===== src/hw/rtl/i2cmt_pkg.sv =====
`default_nettype none

package i2cmt_pkg;

    // Command codes carried in the input tuser
    typedef logic [1:0] mode_t;
    localparam mode_t MODE_TICK  = 2'd0;
    localparam mode_t MODE_WRITE = 2'd1;
    localparam mode_t MODE_READ  = 2'd2;
    localparam mode_t MODE_LOAD  = 2'd3;

    // Bus sequencer phases
    typedef logic [3:0] phase_t;
    localparam phase_t PH_IDLE     = 4'd0;
    localparam phase_t PH_START1   = 4'd1;
    localparam phase_t PH_START2   = 4'd2;
    localparam phase_t PH_W_LOW    = 4'd3;
    localparam phase_t PH_W_HIGH   = 4'd4;
    localparam phase_t PH_ACK_LOW  = 4'd5;
    localparam phase_t PH_ACK_HIGH = 4'd6;
    localparam phase_t PH_WAIT     = 4'd7;
    localparam phase_t PH_R_LOW    = 4'd8;
    localparam phase_t PH_R_HIGH   = 4'd9;
    localparam phase_t PH_RA_LOW   = 4'd10;
    localparam phase_t PH_RA_HIGH  = 4'd11;
    localparam phase_t PH_STOP_LOW = 4'd12;
    localparam phase_t PH_STOP_HI  = 4'd13;
    localparam phase_t PH_STOP_END = 4'd14;

    // Input tdata layout
    localparam int IN_ADDR_LSB  = 0;
    localparam int IN_COUNT_LSB = 7;
    localparam int IN_WBYTE_LSB = 15;
    localparam int IN_SDA_BIT   = 23;
    localparam int IN_TDATA_W   = 24;

    // Output tdata layout
    localparam int OUT_SCL_BIT   = 0;
    localparam int OUT_SDA_BIT   = 1;
    localparam int OUT_BUSY_BIT  = 2;
    localparam int OUT_NEED_BIT  = 3;
    localparam int OUT_RBYTE_LSB = 4;
    localparam int OUT_OK_BIT    = 12;
    localparam int OUT_TDATA_W   = 16;

endpackage

`default_nettype wire


===== src/hw/rtl/i2c_master_transfer_core.sv =====
// The result of a transfer accepted on s_axis is on m_axis in the next cycle.
// Throughput: one item per cycle unless m_axis stalls; each item's phase
// update is one pass of logic between the state and result registers.
// Input is taken whenever the result register is empty or being drained.
// Reset (rst_n low, asynchronous): sequencer idle, SCL and SDA released,
// result register empty. The hold byte register is not reset.
`default_nettype none

module i2c_master_transfer_core #(
    parameter int MAX_BYTES = 255
) (
    input  wire logic        clk,
    input  wire logic        rst_n,
    input  wire logic        s_axis_tvalid,
    output logic             s_axis_tready,
    // tdata: address[6:0], byte_count[14:7], write_byte[22:15], sda_level[23]
    input  wire logic [23:0] s_axis_tdata,
    // tuser: mode[1:0]
    input  wire logic [1:0]  s_axis_tuser,
    output logic             m_axis_tvalid,
    input  wire logic        m_axis_tready,
    // tdata: scl_level[0], sda_release[1], busy_res[2], need_byte[3],
    //        read_byte[11:4], ok[12], zero fill [15:13]
    output logic [15:0]      m_axis_tdata,
    // tuser: byte_valid[0]
    output logic             m_axis_tuser,
    // tlast: done_res
    output logic             m_axis_tlast
);

    // Counts come in as 8 bits, so the remaining-byte counter never needs
    // more than the smaller of the limit and 255.
    localparam int LIM  = (MAX_BYTES < 255) ? MAX_BYTES : 255;
    localparam int BL_W = (LIM < 2) ? 1 : $clog2(LIM + 1);

    // Unpack the input transfer
    i2cmt_pkg::mode_t mode;
    logic [6:0]       in_addr;
    logic [7:0]       in_count;
    logic [7:0]       in_wbyte;
    logic             in_sda;

    assign mode     = s_axis_tuser;
    assign in_addr  = s_axis_tdata[i2cmt_pkg::IN_ADDR_LSB  +: 7];
    assign in_count = s_axis_tdata[i2cmt_pkg::IN_COUNT_LSB +: 8];
    assign in_wbyte = s_axis_tdata[i2cmt_pkg::IN_WBYTE_LSB +: 8];
    assign in_sda   = s_axis_tdata[i2cmt_pkg::IN_SDA_BIT];

    // Sequencer state
    i2cmt_pkg::phase_t phase_reg, phase_next;
    logic [2:0]        bit_index_reg, bit_index_next;
    logic [7:0]        shift_data_reg, shift_data_next;
    logic [BL_W-1:0]   bytes_left_reg, bytes_left_next;
    logic              read_dir_reg, read_dir_next;
    logic [7:0]        hold_byte_reg, hold_byte_next;
    logic              hold_full_reg, hold_full_next;
    logic              scl_reg, scl_next;
    logic              sda_reg, sda_next;
    logic              nack_reg, nack_next;

    // Result register
    logic              out_valid_reg, out_valid_next;
    logic [15:0]       out_data_reg, out_data_next;
    logic              out_bvalid_reg, out_bvalid_next;
    logic              out_done_reg, out_done_next;

    logic              accept;
    logic              bvalid;
    logic [7:0]        rbyte;
    logic              done;
    logic              okv;
    logic [7:0]        rd_shift;
    logic [BL_W-1:0]   count_clamped;
    logic [BL_W-1:0]   bytes_dec;

    // Take a new item whenever the result slot frees up this cycle
    assign s_axis_tready = !out_valid_reg || m_axis_tready;
    assign accept        = s_axis_tvalid && s_axis_tready;

    // Clamp the requested count to the configured limit
    always_comb
    begin
        if ({9'd0, in_count} > 17'(LIM))
            count_clamped = BL_W'(LIM);
        else
            count_clamped = BL_W'(in_count);
    end

    // Saturating decrement of the remaining-byte counter
    assign bytes_dec = (bytes_left_reg != '0) ? bytes_left_reg - BL_W'(1) : bytes_left_reg;

    // Read sample merged into the current shift value
    assign rd_shift = shift_data_reg | (8'(in_sda) << bit_index_reg);

    always_comb
    begin
        phase_next      = phase_reg;
        bit_index_next  = bit_index_reg;
        shift_data_next = shift_data_reg;
        bytes_left_next = bytes_left_reg;
        read_dir_next   = read_dir_reg;
        hold_byte_next  = hold_byte_reg;
        hold_full_next  = hold_full_reg;
        scl_next        = scl_reg;
        sda_next        = sda_reg;
        nack_next       = nack_reg;
        bvalid          = 1'b0;
        rbyte           = 8'd0;
        done            = 1'b0;
        okv             = 1'b0;

        case (mode)
            i2cmt_pkg::MODE_WRITE, i2cmt_pkg::MODE_READ:
            begin
                // Ignore a start unless idle
                if (phase_reg == i2cmt_pkg::PH_IDLE)
                begin
                    read_dir_next   = (mode == i2cmt_pkg::MODE_READ);
                    shift_data_next = {in_addr, (mode == i2cmt_pkg::MODE_READ)};
                    bytes_left_next = count_clamped;
                    bit_index_next  = 3'd7;
                    hold_full_next  = 1'b0;
                    nack_next       = 1'b0;
                    scl_next        = 1'b1;
                    sda_next        = 1'b1;
                    phase_next      = i2cmt_pkg::PH_START1;
                end
            end
            i2cmt_pkg::MODE_LOAD:
            begin
                if (phase_reg != i2cmt_pkg::PH_IDLE && !read_dir_reg)
                begin
                    if (phase_reg == i2cmt_pkg::PH_WAIT)
                    begin
                        // Byte arrives while waiting: start shifting it out
                        shift_data_next = in_wbyte;
                        bit_index_next  = 3'd7;
                        bytes_left_next = bytes_dec;
                        scl_next        = 1'b0;
                        sda_next        = in_wbyte[7];
                        phase_next      = i2cmt_pkg::PH_W_LOW;
                    end
                    else
                    begin
                        hold_byte_next = in_wbyte;
                        hold_full_next = 1'b1;
                    end
                end
            end
            default:
            begin
                // Tick: advance one half SCL period
                case (phase_reg)
                    i2cmt_pkg::PH_START1:
                    begin
                        sda_next   = 1'b0;
                        phase_next = i2cmt_pkg::PH_START2;
                    end
                    i2cmt_pkg::PH_START2:
                    begin
                        scl_next       = 1'b0;
                        bit_index_next = 3'd7;
                        sda_next       = shift_data_reg[7];
                        phase_next     = i2cmt_pkg::PH_W_LOW;
                    end
                    i2cmt_pkg::PH_W_LOW:
                    begin
                        scl_next   = 1'b1;
                        phase_next = i2cmt_pkg::PH_W_HIGH;
                    end
                    i2cmt_pkg::PH_W_HIGH:
                    begin
                        scl_next = 1'b0;
                        if (bit_index_reg != 3'd0)
                        begin
                            bit_index_next = bit_index_reg - 3'd1;
                            sda_next       = shift_data_reg[bit_index_reg - 3'd1];
                            phase_next     = i2cmt_pkg::PH_W_LOW;
                        end
                        else
                        begin
                            // Release SDA for the slave's acknowledge
                            sda_next   = 1'b1;
                            phase_next = i2cmt_pkg::PH_ACK_LOW;
                        end
                    end
                    i2cmt_pkg::PH_ACK_LOW:
                    begin
                        scl_next   = 1'b1;
                        phase_next = i2cmt_pkg::PH_ACK_HIGH;
                    end
                    i2cmt_pkg::PH_ACK_HIGH:
                    begin
                        scl_next = 1'b0;
                        if (in_sda)
                        begin
                            // NACK: abort with STOP
                            nack_next  = 1'b1;
                            sda_next   = 1'b0;
                            phase_next = i2cmt_pkg::PH_STOP_LOW;
                        end
                        else if (bytes_left_reg == '0)
                        begin
                            sda_next   = 1'b0;
                            phase_next = i2cmt_pkg::PH_STOP_LOW;
                        end
                        else if (read_dir_reg)
                        begin
                            sda_next        = 1'b1;
                            shift_data_next = 8'd0;
                            bit_index_next  = 3'd7;
                            phase_next      = i2cmt_pkg::PH_R_LOW;
                        end
                        else if (hold_full_reg)
                        begin
                            // Use the byte loaded ahead of time
                            hold_full_next  = 1'b0;
                            shift_data_next = hold_byte_reg;
                            bit_index_next  = 3'd7;
                            bytes_left_next = bytes_dec;
                            sda_next        = hold_byte_reg[7];
                            phase_next      = i2cmt_pkg::PH_W_LOW;
                        end
                        else
                        begin
                            // Hold SCL low until the next byte is loaded
                            sda_next   = 1'b1;
                            phase_next = i2cmt_pkg::PH_WAIT;
                        end
                    end
                    i2cmt_pkg::PH_R_LOW:
                    begin
                        scl_next   = 1'b1;
                        phase_next = i2cmt_pkg::PH_R_HIGH;
                    end
                    i2cmt_pkg::PH_R_HIGH:
                    begin
                        scl_next        = 1'b0;
                        shift_data_next = rd_shift;
                        if (bit_index_reg != 3'd0)
                        begin
                            bit_index_next = bit_index_reg - 3'd1;
                            phase_next     = i2cmt_pkg::PH_R_LOW;
                        end
                        else
                        begin
                            bvalid          = 1'b1;
                            rbyte           = rd_shift;
                            bytes_left_next = bytes_dec;
                            // ACK all but the last byte
                            sda_next        = (bytes_dec == '0);
                            phase_next      = i2cmt_pkg::PH_RA_LOW;
                        end
                    end
                    i2cmt_pkg::PH_RA_LOW:
                    begin
                        scl_next   = 1'b1;
                        phase_next = i2cmt_pkg::PH_RA_HIGH;
                    end
                    i2cmt_pkg::PH_RA_HIGH:
                    begin
                        scl_next = 1'b0;
                        if (bytes_left_reg != '0)
                        begin
                            sda_next        = 1'b1;
                            shift_data_next = 8'd0;
                            bit_index_next  = 3'd7;
                            phase_next      = i2cmt_pkg::PH_R_LOW;
                        end
                        else
                        begin
                            sda_next   = 1'b0;
                            phase_next = i2cmt_pkg::PH_STOP_LOW;
                        end
                    end
                    i2cmt_pkg::PH_STOP_LOW:
                    begin
                        scl_next   = 1'b1;
                        phase_next = i2cmt_pkg::PH_STOP_HI;
                    end
                    i2cmt_pkg::PH_STOP_HI:
                    begin
                        sda_next   = 1'b1;
                        phase_next = i2cmt_pkg::PH_STOP_END;
                    end
                    i2cmt_pkg::PH_STOP_END:
                    begin
                        done           = 1'b1;
                        okv            = !nack_reg;
                        hold_full_next = 1'b0;
                        phase_next     = i2cmt_pkg::PH_IDLE;
                    end
                    default:
                    begin
                        // Idle and waiting phases hold on a tick
                    end
                endcase
            end
        endcase
    end

    // Result register: load on accept, drop once taken downstream
    always_comb
    begin
        out_valid_next  = out_valid_reg;
        out_data_next   = out_data_reg;
        out_bvalid_next = out_bvalid_reg;
        out_done_next   = out_done_reg;
        if (accept)
        begin
            out_valid_next  = 1'b1;
            out_data_next   = '0;
            out_data_next[i2cmt_pkg::OUT_SCL_BIT]        = scl_next;
            out_data_next[i2cmt_pkg::OUT_SDA_BIT]        = sda_next;
            out_data_next[i2cmt_pkg::OUT_BUSY_BIT]       = (phase_next != i2cmt_pkg::PH_IDLE);
            out_data_next[i2cmt_pkg::OUT_NEED_BIT]       = (phase_next == i2cmt_pkg::PH_WAIT);
            out_data_next[i2cmt_pkg::OUT_RBYTE_LSB +: 8] = rbyte;
            out_data_next[i2cmt_pkg::OUT_OK_BIT]         = okv;
            out_bvalid_next = bvalid;
            out_done_next   = done;
        end
        else if (m_axis_tready)
        begin
            out_valid_next = 1'b0;
        end
    end

    always_ff @(posedge clk or negedge rst_n)
    begin
        if (!rst_n)
        begin
            phase_reg      <= i2cmt_pkg::PH_IDLE;
            bit_index_reg  <= 3'd0;
            shift_data_reg <= 8'd0;
            bytes_left_reg <= '0;
            read_dir_reg   <= 1'b0;
            hold_full_reg  <= 1'b0;
            scl_reg        <= 1'b1;
            sda_reg        <= 1'b1;
            nack_reg       <= 1'b0;
            out_valid_reg  <= 1'b0;
        end
        else
        begin
            if (accept)
            begin
                phase_reg      <= phase_next;
                bit_index_reg  <= bit_index_next;
                shift_data_reg <= shift_data_next;
                bytes_left_reg <= bytes_left_next;
                read_dir_reg   <= read_dir_next;
                hold_full_reg  <= hold_full_next;
                scl_reg        <= scl_next;
                sda_reg        <= sda_next;
                nack_reg       <= nack_next;
            end
            out_valid_reg <= out_valid_next;
        end
    end

    // Payload registers, no reset
    always_ff @(posedge clk)
    begin
        if (accept)
            hold_byte_reg <= hold_byte_next;
        out_data_reg   <= out_data_next;
        out_bvalid_reg <= out_bvalid_next;
        out_done_reg   <= out_done_next;
    end

    assign m_axis_tvalid = out_valid_reg;
    assign m_axis_tdata  = out_data_reg;
    assign m_axis_tuser  = out_bvalid_reg;
    assign m_axis_tlast  = out_done_reg;

endmodule

`default_nettype wire


===== config.mk =====
export PLATFORM = sky130hd
export DESIGN_NAME = i2c_master_transfer_core
export DESIGN_NICKNAME = d
export VERILOG_FILES = /design/src/hw/rtl/i2cmt_pkg.sv /design/src/hw/rtl/i2c_master_transfer_core.sv
export SDC_FILE = /design/constraint.sdc
export NUM_CORES = 1
export LEC_CHECK = 0
export BUFFER_PORTS_ARGS = -buffer_cell sky130_fd_sc_hd__buf_4
export CORE_MARGIN = 5
export CORE_UTILIZATION = 45
export CTS_CLUSTER_SIZE = 20
export DETAILED_ROUTE_END_ITERATION = 8
export PLACE_DENSITY = 0.65
export SYNTH_ARGS = -nofsm -noshare
export SYNTH_HDL_FRONTEND = slang
export SYNTH_SLANG_ARGS = --single-unit

===== constraint.sdc =====
create_clock -name clk -period 3.24 [get_ports clk]
set_input_delay 0.648 -clock clk [delete_from_list [all_inputs] [get_ports clk]]
set_output_delay 0.648 -clock clk [all_outputs]
set_load 0.1 [all_outputs]

==> results of run 1 <==
[cells in the mapped netlist, types with 3 or more instances]
cell type	number
sky130_fd_sc_hd__a21o_1	8
sky130_fd_sc_hd__buf_2	9
sky130_fd_sc_hd__nor2_1	34
sky130_fd_sc_hd__nand2b_1	4
sky130_fd_sc_hd__ha_1	8
sky130_fd_sc_hd__a41o_1	3
sky130_fd_sc_hd__a211oi_1	12
sky130_fd_sc_hd__mux2i_1	3
sky130_fd_sc_hd__nand2_1	34
sky130_fd_sc_hd__nand4_1	3
sky130_fd_sc_hd__o211ai_1	6
sky130_fd_sc_hd__buf_4	3
sky130_fd_sc_hd__dfrtp_1	27
sky130_fd_sc_hd__a32oi_1	3
sky130_fd_sc_hd__a2bb2oi_1	4
sky130_fd_sc_hd__clkbuf_1	20
sky130_fd_sc_hd__o21ai_0	22
sky130_fd_sc_hd__or4_1	3
sky130_fd_sc_hd__nor3b_1	4
sky130_fd_sc_hd__o2bb2ai_1	4
sky130_fd_sc_hd__nor3_1	12
sky130_fd_sc_hd__nand4b_1	3
sky130_fd_sc_hd__a31oi_1	6
sky130_fd_sc_hd__inv_1	13
sky130_fd_sc_hd__edfxtp_1	23
sky130_fd_sc_hd__o31ai_1	3
sky130_fd_sc_hd__nor2b_1	6
sky130_fd_sc_hd__nor4_1	10
sky130_fd_sc_hd__mux2_2	4
sky130_fd_sc_hd__a221oi_1	10
sky130_fd_sc_hd__nand3_1	6
sky130_fd_sc_hd__a21oi_1	22
[worst max-delay path: stages, from the launching register on]
cell	delay (ps)
sky130_fd_sc_hd__dfrtp_1	540
sky130_fd_sc_hd__buf_4	250
sky130_fd_sc_hd__nor4bb_1	440
sky130_fd_sc_hd__nor3_1	150
sky130_fd_sc_hd__a2111oi_4	510
sky130_fd_sc_hd__nand2_1	230
sky130_fd_sc_hd__o31ai_1	280
sky130_fd_sc_hd__a221o_1	180
[path summary, 6_finish.rpt]
check	start	to	slack, ps	cells after the start
setup / recovery	phase_reg[1]	bytes_left_reg[1]	590	7
hold / removal	rst_n	shift_data_reg[4]	260	1
setup reg to reg	phase_reg[1]	bytes_left_reg[1]	590	7
hold reg to reg	shift_data_reg[0]	shift_data_reg[0]	520	2
max in group asynchronous	rst_n	sda_reg	2660	1
min in group clk	s_axis_tdata[15]	hold_byte_reg[0]	520	1
[cell usage in the layout, fill, tap and decap left out, types with 5 or more instances in the layout]
master,netlist,final
sky130_fd_sc_hd__buf_4,3,61
sky130_fd_sc_hd__nand2_1,34,34
sky130_fd_sc_hd__nor2_1,34,34
sky130_fd_sc_hd__dfrtp_1,27,27
sky130_fd_sc_hd__edfxtp_1,23,23
sky130_fd_sc_hd__a21oi_1,22,22
sky130_fd_sc_hd__o21ai_0,22,22
sky130_fd_sc_hd__inv_1,13,13
sky130_fd_sc_hd__a211oi_1,12,12
sky130_fd_sc_hd__nor3_1,12,12
sky130_fd_sc_hd__a221oi_1,10,10
sky130_fd_sc_hd__nor4_1,10,10
sky130_fd_sc_hd__a21o_1,8,8
sky130_fd_sc_hd__ha_1,8,8
sky130_fd_sc_hd__nor2b_1,6,6
sky130_fd_sc_hd__o211ai_1,6,6
sky130_fd_sc_hd__a31oi_1,6,6
sky130_fd_sc_hd__nand3_1,6,6
sky130_fd_sc_hd__clkbuf_8,0,5
[final cells by class]
cell class / count / share of cell area [%]
multi-input combinational: 280 / 45.77
timing repair buffer: 61 / 11.33
clock inverter: 3 / 1.703
inverter: 13 / 1.208
tap: 102 / 3.159
sequential: 52 / 35.12
clock buffer: 5 / 1.703
[power by group through the flow]
stage | clock network [W] | logic [W] | registers [W]
2_1_floorplan | 0 | 0.000804 | 0.00106
4_1_cts | 0.000545 | 0.00107 | 0.00109
3_5_place_dp | 0 | 0.00107 | 0.00110
5_1_grt | 0.000569 | 0.00118 | 0.00112
6_report | 0.000528 | 0.00108 | 0.00109
3_3_place_gp | 0 | 0.00106 | 0.00109
[stage by stage]
| step | hold WS [ps] | instances | total power [W] |
|---|---|---|---|
| after floorplan | 352.4 | 379 | 0.001869 |
| after global placement | 491.8 | 508 | 0.002154 |
| after detailed placement | 497.8 | 508 | 0.002168 |
| after CTS | 265.4 | 516 | 0.002703 |
| after global routing | 282.7 | 516 | 0.002866 |
| final | 258.3 | 516 | 0.002698 |
[cell families (layout without fill, tap and decap cells)]
logic type | count (synthesis) | after routing | synth area share [%]
compound gates | 125 | 125 | 26.10
other cells | 1 | 3 | 0.1085
buf+inv | 47 | 82 | 5.755
mux | 9 | 9 | 3.474
xor+xnor | 2 | 2 | 0.5068
simple gates | 133 | 133 | 20.12
flops | 52 | 52 | 41.04
fa+ha+maj | 8 | 8 | 2.896
[metal layers]
metal | vias to the layer above | GRT usage, % | part of all wire, %
li1 | 1513 | - | -
met1 | 1524 | 25.67 | 43
met2 | 139 | 33.58 | 49
met3 | 20 | 3.589 | 6.4
met4 | 0 | 6.603 | 2.1
met5 | - | 0 | 0
==> parameters.txt, run 1 <==
Parameter                              Value

Floorplan
  Std-Cell Rows ... 32
  Starting density of the core ... 45.44%
  Core area ... roughly 7600 µm²
  Die Y-Extent ... 97.65 µm
  Die extent in x ... between 90 and 100 µm
  I/O pin count ... 50
  Die Outline Area ... approximately 9500 µm²

Worst setup path
  Sort of element at the end of the critical path ... flip-flop
  Data required time at the worst endpoint ... 3490 ps
  Maximum fanout along the worst path ... 13
  Sort of element at the start of the critical path ... flip-flop
  Type of the setup path with the least slack ... reg -> reg
  Critical Path AT ... between 2000 and 3000 ps

Timing
  Setup repair after global routing missed its margin ... false
  Final worst setup slack ... between 500 and 600 ps
  Max_slew headroom ... between 50% and 60%
  Period utilisation layout ... 81.76%
  Number of setup violations in the final report ... 0
  Post-route minimum period ... approximately 2600 ps
  Worst Max-Slew Pin Slew ... 732.5 ps
  Timing-limited maximum frequency ... around 0.38 GHz
  Worst clock skew on the final layout ... around 9.4 ps
  Total negative setup slack ... 0 ps
  Number of max-slew violations in the final report ... 0
  Final count of hold timing violations ... 0

Routing
  Detailed-route wire length ... roughly 9600 µm
  First DRT Iteration DRCs ... 217
  Vias per cell ... between 6 and 7
  DRC violation count after routing ... 0
  WL per Instance ... around 19 µm
  Residual antenna-violating net count after detailed routing ... 0
  Number of iterations in the first detailed-routing pass ... 6
  Vias ... between 3000 and 4000

Synth
  Library cell with the largest summed area after synthesis ... sky130_fd_sc_hd__edfxtp_1
  Number of register bits inferred by synthesis ... 52
  Share of synthesized area occupied by flip-flops and latches ... between 40% and 50%
  Syn Area/Cell ... approximately 9 µm²
  Number of distinct library cells after synthesis ... 67
  Cell count after synthesis ... 377
  Netlist Area Pre-Place ... around 3500 µm²
  Top_reg_cell synth ... sky130_fd_sc_hd__dfrtp_1
  Cell types with the largest area share after synthesis ... sky130_fd_sc_hd__edfxtp_1 20%, sky130_fd_sc_hd__dfrtp_1 20%, sky130_fd_sc_hd__nand2_1 3.7%
  Top-area cell type share of the netlist area ... approximately a fifth
  Asr flop ratio synth ... between 50 and 60%
  Post-synth EDFFs ... 23
  Syn. warnings ... 0

Global routing
  Global-route wire length before repair ... ~16000 µm
  Via count of the first global-routing pass ... just over 3000
  Maximum number of pins on one net before global-route repair ... 30
  Total routing usage reported by global routing ... between 10% and 20%
  Remaining Overflow, GRT ... 0
  Antenna violations before repair ... 0

Clocking
  Cell at the root of the clock tree ... sky130_fd_sc_hd__clkbuf_8
  Bufs on Longest Clock Path ... 2
  Clock-pin slew on the worst setup and hold paths ... around 100 ps
  Postcts setup bufs ... 0
  H-tree Lvls ... 2
  TritonCTS clock tree ... done
  Count of hold buffers inserted by post-cts repair ... 0
  CTS resizes ... 0
  CTS Buf Count ... 5
  Clock latency of the later-clocked register in the worst-skew pair ... ~310 ps
  CTS sink count ... between 50 and 60

Finish
  Sequential standard cell area ... around 1400 µm²
  Area growth from synthesis to final layout ... 16.87%
  Antenna diodes ... 0
  Total of fill cells in the finished design ... between 700 and 800
  Largest register FFs ... 13
  Core Util, Final ... 53.11%
  Fraction of final layout cells with drive strength greater than 1 ... about 21%
  Design Area, Final ... 4040 µm²
  Area of the multi-input gates ... 1849 µm²
  Final net count ... between 400 and 500

Place
  Total placed instance area ... between 3000 and 4000 µm²
  Post-detailed-placement half-perimeter wirelength ... between 7000 and 8000 µm
  Placer's final routability congestion estimate ... between 0.8 and 0.9
  Count of port buffers added during placement ... between 40 and 50
  Post-place setup slack ... between 500 and 600 ps

Power and ir drop
  Pwr per Cell Area ... between 600 and 700 nW/µm²
  Switching power total ... ~0.0011 W
  Sw Share ... 40.52%
  Internal portion of total power ... ~0.0016 W
  Worst VDD drop ... 0.2979 mV
  Proportion of power drawn by flip-flops and latches ... about two fifths
  Leakage ... about 1.6 nW
  Clock network fraction of total power ... 19.6%
  Comb power frac ... between 30% and 40%

Flow run
  Total of max-cap violations ... 0

Hold path
  Worst min path class ... in -> async

Status
  Run status ... completed
No activity file was read; power rests on OpenSTA's default activity.
==> run 2, diff against run 1 <==
--- a/config.mk
+++ b/config.mk
@@ -5,6 +5,7 @@
 export SDC_FILE = /design/constraint.sdc
 export NUM_CORES = 1
 export LEC_CHECK = 0
+export ABC_AREA = 1
 export BUFFER_PORTS_ARGS = -buffer_cell sky130_fd_sc_hd__buf_4
 export CORE_MARGIN = 5
 export CORE_UTILIZATION = 45
==> constraint.sdc (replaced) <==
create_clock -name clk -period 2.45 [get_ports clk]
set_input_delay 0.49 -clock clk [delete_from_list [all_inputs] [get_ports clk]]
set_output_delay 0.49 -clock clk [all_outputs]
set_load 0.1 [all_outputs]
==> parameters.txt, run 2 <==
Parameter                              Value

Timing
  Period utilisation layout ... 89.63% (+7.9 points)
  Setup repair after global routing missed its margin ... false
  Total negative setup slack ... 0 ps (unchanged)
  Final worst setup slack ... 254.0 ps (-336.9 ps)
  Post-route minimum period ... 2196 ps (-453.1 ps)
  Number of setup violations in the final report ... 0 (unchanged)
  Final count of hold timing violations ... 0 (unchanged)
  Timing-limited maximum frequency ... 0.4554 GHz (+21%)
  Worst clock skew on the final layout ... 7.807 ps (-1.617 ps)
  Number of max-slew violations in the final report ... 0 (unchanged)

Synth
  Syn. warnings ... 0 (unchanged)
  Top-area cell type share of the netlist area ... 20.29% (+0.32 points)
  Cell types with the largest area share after synthesis ... sky130_fd_sc_hd__edfxtp_1 20%, sky130_fd_sc_hd__dfrtp_1 20%, sky130_fd_sc_hd__nand2_1 10%
  Number of register bits inferred by synthesis ... 52 (unchanged)
  Syn Area/Cell ... 7.648 µm² (-17%)
  Asr flop ratio synth ... 55.77% (unchanged)
  Number of distinct library cells after synthesis ... 39 (-42%)
  Top-count cell post-synth ... sky130_fd_sc_hd__nand2_1
  Library cell with the largest summed area after synthesis ... sky130_fd_sc_hd__edfxtp_1
  Top_reg_cell synth ... sky130_fd_sc_hd__dfrtp_1
  Cell count after synthesis ... 445 (+18%)
  Netlist Area Pre-Place ... 3403 µm² (-1.6%)
  Share of synthesized area occupied by flip-flops and latches ... 41.69% (+0.65 points)
  Post-synth EDFFs ... 23 (unchanged)
  Commonest cells in the netlist ... 95 x sky130_fd_sc_hd__nand2_1, 53 x sky130_fd_sc_hd__inv_1, 42 x sky130_fd_sc_hd__nor2_1

Worst setup path
  Type of the setup path with the least slack ... reg -> reg
  Critical Path AT ... 2390 ps (-500 ps)
  Worst setup path start ... bytes_left_reg[0]
  Sort of element at the start of the critical path ... flip-flop
  Worst reg2reg startpoint ... bytes_left_reg[0]
  Sort of element at the end of the critical path ... flip-flop
  R2r setup slk ... 250 ps (-340 ps)
  Maximum fanout along the worst path ... 16 (+3)
  Data required time at the worst endpoint ... 2650 ps (-840 ps)

Routing
  DRC violation count after routing ... 0 (unchanged)
  WL per Instance ... 15.37 µm (-17%)
  Detailed-route wire length ... 9205 µm (-3.7%)
  First DRT Iteration DRCs ... 311 (+43%)
  Vias per cell ... 5.407 (-13%)
  Number of iterations in the first detailed-routing pass ... 7 (+1)
  Residual antenna-violating net count after detailed routing ... 0 (unchanged)
  Vias ... 3239 (+1.3%)

Clocking
  Cell at the root of the clock tree ... sky130_fd_sc_hd__clkbuf_8
  CTS Buf Count ... 5 (unchanged)
  Count of hold buffers inserted by post-cts repair ... 0 (unchanged)
  Clock latency of the later-clocked register in the worst-skew pair ... 320 ps (about the same)
  H-tree Lvls ... 2 (unchanged)
  Clock-pin slew on the worst setup and hold paths ... 100 ps (about the same)
  TritonCTS clock tree ... done
  Bufs on Longest Clock Path ... 2 (unchanged)
  CTS sink count ... 52 (unchanged)

Finish
  Antenna diodes ... 0 (unchanged)
  Total of fill cells in the finished design ... 713 (-1.7%)
  Commonest cells after routing, fill and taps aside ... 93 x sky130_fd_sc_hd__nand2_1, 63 x sky130_fd_sc_hd__buf_4, 52 x sky130_fd_sc_hd__inv_1
  Largest register FFs ... 13 (unchanged)
  Fraction of final layout cells with drive strength greater than 1 ... 20.40% (-0.13 points)
  Final net count ... 537 (+19%)
  Most common cell after layout, fill and taps aside ... sky130_fd_sc_hd__nand2_1
  Non-filler instance count after layout ... 599 (+16%)
  Area growth from synthesis to final layout ... 18.13%

Floorplan
  Core area ... 7292 µm² (-4.1%)
  I/O pin count ... 50 (unchanged)
  Die Outline Area ... 9402 µm² (-1.4%)
  Die Y-Extent ... 96.97 µm (-0.70%)
  Die extent in x ... 96.97 µm (-0.70%)
  Starting density of the core ... 46.67% (+1.2 points)
  Std-Cell Rows ... 31 (-3.1%)

Power and ir drop
  Leakage ... 1.821 nW (+13%)
  Worst VDD drop ... 0.3982 mV (+34%)
  Pwr per Cell Area ... 943.1 nW/µm² (+41%)

Global routing
  Global-route wire length before repair ... 15340 µm (-1.2%)
  Via count of the first global-routing pass ... 3104 (+0.98%)
  Maximum number of pins on one net before global-route repair ... 30 (unchanged)
  Remaining Overflow, GRT ... 0 (unchanged)
  Antenna violations before repair ... 0 (unchanged)
  Total routing usage reported by global routing ... 19.94% (+0.057 points)

Place
  Placer's final routability congestion estimate ... 0.9152 (+6.8%)
  Placed Instances ... 591 (+16%)
  Count of port buffers added during placement ... 46 (unchanged)
  Post-place setup slack ... 122.5 ps (-416.5 ps)
  Post-detailed-placement half-perimeter wirelength ... 7192 µm (+1.8%)

Status
  Run status ... completed

Hold path
  Worst min path class ... in -> async

Flow run
  Total of max-cap violations ... 0 (unchanged)
## run 2: cell types whose count changed after synthesis, moves of 8 or more
cell                       change
sky130_fd_sc_hd__nor2_2        +9
sky130_fd_sc_hd__nand3_1      +12
sky130_fd_sc_hd__a21o_1        -8
sky130_fd_sc_hd__nand2_1      +61
sky130_fd_sc_hd__clkbuf_1     -11
sky130_fd_sc_hd__nor2_1        +8
sky130_fd_sc_hd__o21ai_0      +16
sky130_fd_sc_hd__nor4_1       -10
sky130_fd_sc_hd__a211oi_1     -12
sky130_fd_sc_hd__inv_1        +40
sky130_fd_sc_hd__o21ai_1      +10
## run 2: where the power goes
part	switching (W)	internal (W)
sequential	0.000199	0.00116
combinational	0.00131	0.000598
clock	0.000312	0.000209
total	0.00182	0.00197
## run 2: cell type report
cell class	instances	area, µm²	share of cell area, %
inverters	59	225.2	5.602
clock inverters	3	25.02	0.6225
multi-input cells	318	1684	41.89
repair buffers	63	473.0	11.76
clock buffers	5	68.82	1.712
well taps	99	123.9	3.081
flip-flops and latches	52	1420	35.33
## run 2: cells by family after synthesis
family | count (synthesis) | synth area share, %
compound gates | 110 | 19.19
buf+inv | 77 | 9.595
fa+ha+maj | 8 | 2.941
simple gates | 195 | 25.96
other cells | 1 | 0.1102
flops | 52 | 41.69
xor+xnor | 2 | 0.5148
## run 2: per-layer routing
metal  track usage, %  part of all wire [%]
met1            27.47                    45
met2            31.63                    46
met3            4.748                   7.2
met4            4.860                   1.2
met5                0                     0
## run 2: metrics by stage
step	instance area [µm²]	hold WS (ps)	power [W]	util, %
floorplan	3432	194.4	0.002741	-
finish	4020	99.55	0.003791	55.13
global route	4020	105.0	0.004103	55.13
CTS	4018	98.68	0.003775	55.10
global placement	3924	447.6	0.003224	53.81
detailed placement	3924	448.2	0.003246	53.81
## run 2: path summary, 6_finish.rpt
check                           cells past startpoint           endpoint
min in group clk                                    1   hold_byte_reg[5]
max in group asynchronous                           1            scl_reg
worst max register to register                     12  bytes_left_reg[1]
worst min register to register                      2            sda_reg
worst max-delay path                               12  bytes_left_reg[1]
worst min-delay path                                1  bytes_left_reg[6]
## run 2: timing repair
| item | 4_1_cts | 5_1_grt |
|---|---|---|
| setup endpoints to repair | 0 | 14 |
| resized for setup | 0 | 1 |
| setup buffers | 0 | 0 |
## run 2: worst max-delay path, cell delays in order, from the launching register on
cell	delay [ps]
sky130_fd_sc_hd__dfrtp_1	400
sky130_fd_sc_hd__inv_1	130
sky130_fd_sc_hd__ha_1	230
sky130_fd_sc_hd__nand3_1	110
sky130_fd_sc_hd__inv_1	140
sky130_fd_sc_hd__nand2_2	170
sky130_fd_sc_hd__nor2_2	230
sky130_fd_sc_hd__nor2_2	70
sky130_fd_sc_hd__nand2_1	130
sky130_fd_sc_hd__nor4_4	40
sky130_fd_sc_hd__buf_4	200
sky130_fd_sc_hd__o211ai_1	100
sky130_fd_sc_hd__o21ai_0	120
